==> src/hdl/ehc_pkg.sv <==
// edge coverage hit counter: shared types and constants
// word structs, controller state enum, command and status groups
// no dependencies
package ehc_pkg;

  // field widths of the words
  localparam int unsigned AddrW    = 64;
  localparam int unsigned IndexW   = 16;
  localparam int unsigned CountW   = 8;
  localparam int unsigned CfgW     = 5;
  localparam int unsigned HashW    = 32;
  localparam int unsigned PrevLocW = 31;

  // xorshift amounts of the block hash
  localparam int unsigned ShiftA = 12;
  localparam int unsigned ShiftB = 25;
  localparam int unsigned ShiftC = 27;

  // saturation value of a counter
  localparam logic [CountW-1:0] HitMax = 8'd255;

  // reset value of the index-bits register
  localparam logic [CfgW-1:0] CfgBitsReset = 5'd16;

  // word modes
  localparam logic ModeRecord = 1'b0;
  localparam logic ModeRead   = 1'b1;

  typedef struct packed {
    logic              mode;
    logic [AddrW-1:0]  block_address;
    logic [IndexW-1:0] read_index;
  } in_word_t;

  typedef struct packed {
    logic [IndexW-1:0] edge_index;
    logic [CountW-1:0] hit_count;
  } out_word_t;

  typedef enum logic [1:0] {
    ST_CLEAR,
    ST_IDLE,
    ST_READ,
    ST_WRITE
  } ctrl_state_e;

  // controller to datapath
  typedef struct packed {
    logic clear;    // write zero at the sweep address and advance it
    logic in_ready; // block takes an input word
    logic capture;  // input word accepted this cycle
    logic update;   // write back the counter (record mode) and load the output register
  } ctrl_cmd_t;

  // datapath to controller
  typedef struct packed {
    logic clr_done; // sweep address at the last counter
    logic out_free; // output register empty or being taken
  } dp_status_t;

endpackage

==> src/hdl/ehc_ctrl.sv <==
// edge coverage hit counter: controller state machine
// sequences clearing sweep, counter read and write-back
// depends on ehc_pkg
module ehc_ctrl (
  input  logic               clk_i,
  input  logic               rst_ni,
  input  logic               in_valid_i,
  input  ehc_pkg::dp_status_t status_i,
  output ehc_pkg::ctrl_cmd_t  cmd_o
);
  import ehc_pkg::*;

  ctrl_state_e state_q, state_d;

  // state register
  always_ff @(posedge clk_i or negedge rst_ni) begin
    if (!rst_ni) begin
      state_q <= ST_CLEAR;
    end else begin
      state_q <= state_d;
    end
  end

  // next state and commands
  always_comb begin
    state_d       = state_q;
    cmd_o         = '0;
    case (state_q)
      ST_CLEAR: begin
        cmd_o.clear = 1'b1;
        if (status_i.clr_done) begin
          state_d = ST_IDLE;
        end
      end
      ST_IDLE: begin
        cmd_o.in_ready = 1'b1;
        if (in_valid_i) begin
          cmd_o.capture = 1'b1;
          state_d       = ST_READ;
        end
      end
      ST_READ: begin
        state_d = ST_WRITE;
      end
      ST_WRITE: begin
        if (status_i.out_free) begin
          cmd_o.update = 1'b1;
          state_d      = ST_IDLE;
        end
      end
      default: begin
        state_d = ST_IDLE;
      end
    endcase
  end

endmodule

==> config.mk <==
export PLATFORM = sky130hd
export DESIGN_NAME = ehc_ctrl
export DESIGN_NICKNAME = d
export VERILOG_FILES = /design/src/hdl/ehc_pkg.sv /design/src/hdl/ehc_ctrl.sv
export SDC_FILE = /design/constraint.sdc
export NUM_CORES = 1
export LEC_CHECK = 0
export BUFFER_PORTS_ARGS = -buffer_cell sky130_fd_sc_hd__buf_2
export CAP_MARGIN = 20
export CORE_AREA = 2 2 39 41
export DETAILED_ROUTE_END_ITERATION = 6
export DIE_AREA = 0 0 41 43
export HOLD_SLACK_MARGIN = 0.05
export SLEW_MARGIN = 20
export SYNTH_ARGS = -nofsm -noshare
export SYNTH_HDL_FRONTEND = slang
export SYNTH_SLANG_ARGS = --single-unit
export TNS_END_PERCENT = 5
==> constraint.sdc <==
create_clock -name clk_i -period 1.73 [get_ports clk_i]
set_clock_uncertainty 0.05 [all_clocks]
set_input_delay 0.346 -clock clk_i [delete_from_list [all_inputs] [get_ports clk_i]]
set_output_delay 0.346 -clock clk_i [all_outputs]
set_load 0.01 [all_outputs]
==> results_dict.tcl, run 1 <==
set metrics [dict create \
    fmax_mhz 618 \
    cts_htree_levels 1 \
    required_ps 1790 \
    cts.sink_count 2 \
    arrival_ps 1670 \
    hp-class "primary input to async pin" \
    clockBufferDepth 2 \
    diodes 0 \
    die_x_um 41 \
    setup.worst_path.start "state_q[0]" \
    grt_pass1_vias 156 \
    timing.rr.start "state_q[0]" \
    drt_iter0_markers 3 \
    regMostFlops "state_q" \
    syn_area_sq_um 165 \
    maxSlewViolCount 0 \
    syn_area_per_cell_sq_um 10.3 \
    slew_headroom_pct 71.9 \
    ys_types 9 \
    status "finished clean" \
    layout_common_cells "buf_2 (8), inv_1 (4), ha_1 (4)" \
    cts_tree "yes" \
    crit_type "register to register" \
    drt_wl_total_um 377 \
    die_h_um 43 \
    reg2reg_to "state_q[1]" \
    synth_area_leaders "dfrtp_1 (30%), ha_1 (30%), inv_1 (9.1%)" \
    vdd_ir_drop_max_v 0.000332 \
    powerDensity_mw_per_mm2 1630 \
    antenna_found_initial 0 \
    numCtsBuffers 3 \
    vias 160 \
    portBuffers 8 \
    ios 9 \
    largest_reg_flops 2 \
    yosysSeqAreaShare_pct 30.3 \
    start_util_pct 11.9 \
    hold_viol 0 \
    drc 0 \
    syn_inst 16 \
    worstSetupStartpointType "register" \
    drv_cap 0 \
    post-route-util_pct 19.7 \
    reg2regPathDepth 4 \
    die_area_sq_mm 0.00176 \
    cellLeakagePower_nw 0.158 \
    fin_nets 41 \
    hpwl_um 276 \
    antenna_left 0 \
    gp_congestion 0.605 \
    end_kind "register" \
    synth_top_cell_by_area "dfrtp_1" \
    period_share_pct 93.5 \
    crit_path_max_fanout 4 \
    cp-endpoint "state_q[1]" \
    hold_ws_ps 383 \
    synth_fp_nets 25 \
    final_common_cell "buf_2" \
    finalCriticalPeriod_ps 1620 \
    grt_usage_pct 5.92 \
    insertion_delay_ps 230 \
    drive_gt1_share_pct 50.0 \
    core_sq_mm 0.00138 \
    grt_max_degree 5 \
    setup_viol 0 \
    drt-pass1-iter-count 4 \
    via_per_inst 3.48 \
    grt_overflow 0 \
    grt_pass1_wl_um 593 \
    wl_per_cell_um 8.20 \
    yosysWarnings 0 \
    clock-root-buffer "clkbuf_4" \
    worstMarginPinSlew_ps 422 \
    reg.largest.list "state_q (2)" \
    synth_top_cell_area_share_pct 30.3 \
    area_growth_pct 65.2 \
    clk_pin_slew_ps 30 \
    synth-seq-cells 2 \
    rrSetupSlack_ps 110 \
    core.rowCount 14 \
]
==> worst max-delay path, stage by stage (launching register included) <==
cell and delay (ps):
dfrtp_1 390, inv_1 80, ha_1 210, a222oi_1 400, mux2_1 360
==> cell usage after synthesis <==
| cell | n |
|---|---|
| inv_1 | 4 |
| a222oi_1 | 1 |
| mux2i_1 | 1 |
| clkinvlp_2 | 1 |
| and2_1 | 1 |
| mux2_1 | 1 |
| dfrtp_1 | 2 |
| ha_1 | 4 |
| and2_2 | 1 |
==> logic make-up (layout without fill, tap and decap cells) <==
| family | count (synthesis) | in the layout | share of synthesized area, % |
|---|---|---|---|
| compound gates | 1 | 1 | 6.06 |
| buf+inv | 5 | 19 | 12.1 |
| mux | 2 | 2 | 12.9 |
| fa+ha+maj | 4 | 4 | 30.3 |
| flops | 2 | 2 | 30.3 |
| simple gates | 2 | 2 | 8.34 |
==> cell type report <==
cell class / count / area, sq um
timing repair buffer: 11 / 65.1
multi-input combinational: 9 / 95.1
clock buffer: 3 / 22.5
fill: 163 / 1110
tap: 16 / 20.0
sequential: 2 / 50.0
inverter: 5 / 20.0
==> timing repair <==
action / CTS / global route
hold buffers: 1 / 0
setup buffers: 0 / 1
endpoints found under the setup margin: 0 / 2
resized for setup: 0 / 0
hold endpoints to repair: 2 / 0
==> report_power, final <==
part	switching, mW	total [mW]	internal, mW
registers	0.0228	0.0953	0.0725
logic	0.112	0.242	0.131
clock network	0.0307	0.108	0.0769
==> per-stage QoR <==
stage | instances | worst slack [ps] | total power, mW | instance area (sq um) | TNS [ps]
after floorplan | 16 | 111 | 0.236 | 165 | 0
after global placement | 41 | 140 | 0.319 | 233 | 0
after detailed placement | 41 | 90.3 | 0.322 | 233 | 0
after CTS | 45 | 81.1 | 0.436 | 265 | 0
after global routing | 46 | -23.3 | 0.494 | 273 | -23.3
final | 46 | 113 | 0.445 | 273 | 0
==> routing by layer <==
layer / GRT usage [%] / wire, um
met5: 0 / 0
met3: 6.28 / 38
met4: 6.00 / 8
met2: 7.19 / 201
met1: 4.82 / 129
==> worst min-delay path by stage <==
stage,start,to,cells after the start
floorplan,rst_ni,state_q[0],0
global placement,rst_ni,state_q[0],1
detailed placement,rst_ni,state_q[1],1
CTS,rst_ni,state_q[0],2
global route,rst_ni,state_q[0],2
finish,rst_ni,state_q[0],2
No activity file was read; power rests on OpenSTA's default activity.
==> run 2: changes to the inputs <==
--- a/config.mk
+++ b/config.mk
@@ -11,6 +11,7 @@
 export DETAILED_ROUTE_END_ITERATION = 6
 export DIE_AREA = 0 0 41 43
 export HOLD_SLACK_MARGIN = 0.05
+export RECOVER_POWER = 25
 export SLEW_MARGIN = 20
 export SYNTH_ARGS = -nofsm -noshare
 export SYNTH_HDL_FRONTEND = slang
==> results_dict.tcl, run 2 (synthesis results as in run 1) <==
set metrics [dict create \
    status "finished clean" \
    gp_congestion 0.605 \
    pwr-share-seq_pct 21.4 \
    worstSetupStartpointType "register" \
    die_h_um 43 \
    cts_resized 0 \
    wl_per_cell_um 8.20 \
    core_sq_mm 0.00138 \
    crit_type "register to register" \
    insertion_delay_ps 230 \
    hold_ws_ps 388 \
    core.rowCount 14 \
    drt_wl_total_um 377 \
    diodes 0 \
    clockBufferDepth 2 \
    drive_gt1_share_pct 46.7 \
    cellLeakagePower_nw 0.155 \
    hp-class "primary input to async pin" \
    vdd_ir_drop_max_v 0.000332 \
    fin_total_pwr_mw 0.445 \
    drv_cap 0 \
    antenna_left 0 \
    p_comb_share_pct 54.4 \
    worstMarginPinSlew_ps 422 \
    finalCriticalPeriod_ps 1620 \
    powerDensity_mw_per_mm2 1640 \
    clockPowerShare_pct 24.2 \
    crit_path_max_fanout 4 \
    hpwl_um 276 \
    final_common_cell "buf_2" \
    p_int_mw 0.280 \
    fin_nets 41 \
    power.switching_mw 0.165 \
    portBuffers 8 \
    n_fill_cell 164 \
    netSwitchingFraction_pct 37.1 \
    grt_pass1_vias 156 \
    hold_viol 0 \
    reg.largest.list "state_q (2)" \
    regMostFlops "state_q" \
    arrival_ps 1670 \
    numCtsBuffers 3 \
    via_per_inst 3.48 \
    vias 160 \
    grt_overflow 0 \
    die_x_um 41 \
    clock-root-buffer "clkbuf_4" \
    period_share_pct 93.5 \
    grt_usage_pct 5.92 \
    die_area_sq_mm 0.00176 \
    grt_pass1_wl_um 593 \
    layout_common_cells "buf_2 (7), inv_1 (4), ha_1 (4)" \
    area_growth_pct 64.4 \
    slew_headroom_pct 71.9 \
    cts_tree "yes" \
    grt_max_degree 5 \
    fmax_mhz 618 \
    largest_reg_flops 2 \
    antenna_found_initial 0 \
    drt-pass1-iter-count 4 \
    setup_tns_ps 0 \
    maxSlewViolCount 0 \
    required_ps 1790 \
    cts.sink_count 2 \
    cts_htree_levels 1 \
    end_kind "register" \
    clk_pin_slew_ps 30 \
    start_util_pct 11.9 \
    ios 9 \
    drt_iter0_markers 3 \
    drc 0 \
    setup_viol 0 \
]
==> run 2: stage by stage <==
| stage | util, % | setup slack [ps] | std cells | instance area, sq um |
|---|---|---|---|---|
| 6_report | 19.6 | 113 | 46 | 272 |
| 5_1_grt | 19.6 | -23.3 | 46 | 272 |
| 4_1_cts | 19.2 | 81.1 | 45 | 265 |
| 3_5_place_dp | 16.8 | 90.3 | 41 | 233 |
| 3_3_place_gp | 16.8 | 140 | 41 | 233 |
| 2_1_floorplan | - | 111 | 16 | 165 |
==> run 2: path summary, 6_finish.rpt <==
path | cells after the start | from | end | slack (ps)
setup / recovery | 4 | state_q[0] | state_q[1] | 110
hold / removal | 2 | rst_ni | state_q[0] | 390
setup reg to reg | 4 | state_q[0] | state_q[1] | 110
hold reg to reg | 1 | state_q[1] | state_q[1] | 470
max in group asynchronous | 2 | rst_ni | state_q[1] | 1110
min in group clk_i | 1 | state_q[1] | state_q[1] | 470
==> run 2: worst max-delay path: stages, from the launching register on <==
cell and delay [ps]:
dfrtp_1 390, inv_1 80, ha_1 210, a222oi_1 400, mux2_1 360
==> run 2: power groups by stage <==
stage / Clock [mW] / Combinational [mW] / Sequential [mW]
2_1_floorplan: 0 / 0.147 / 0.0892
3_3_place_gp: 0 / 0.223 / 0.0957
5_1_grt: 0.122 / 0.271 / 0.100
4_1_cts: 0.111 / 0.229 / 0.0958
3_5_place_dp: 0 / 0.226 / 0.0961
6_report: 0.108 / 0.242 / 0.0953
==> run 2: area by class of cell <==
class | count | area [sq um] | share of cell area (%)
flip-flops and latches | 2 | 50.0 | 18.4
clock buffers | 3 | 22.5 | 8.29
well taps | 16 | 20.0 | 7.37
inverters | 5 | 20.0 | 7.37
multi-input cells | 9 | 95.1 | 35.0
repair buffers | 11 | 63.8 | 23.5
==> run 2: repair_timing <==
action	in CTS	in global routing
buffers inserted	0	1
hold endpoints to repair	2	0
hold buffers	1	0
setup endpoints to repair	0	2
==> run 2: layer usage <==
| metal | track usage (%) | vias to the layer above | part of all wire, % |
|---|---|---|---|
| met3 | 6.28 | 2 | 10 |
| met2 | 7.19 | 7 | 53 |
| met1 | 4.82 | 73 | 34 |
| met4 | 6.00 | 0 | 2.1 |
| li1 | - | 78 | - |
| met5 | 0 | - | 0 |
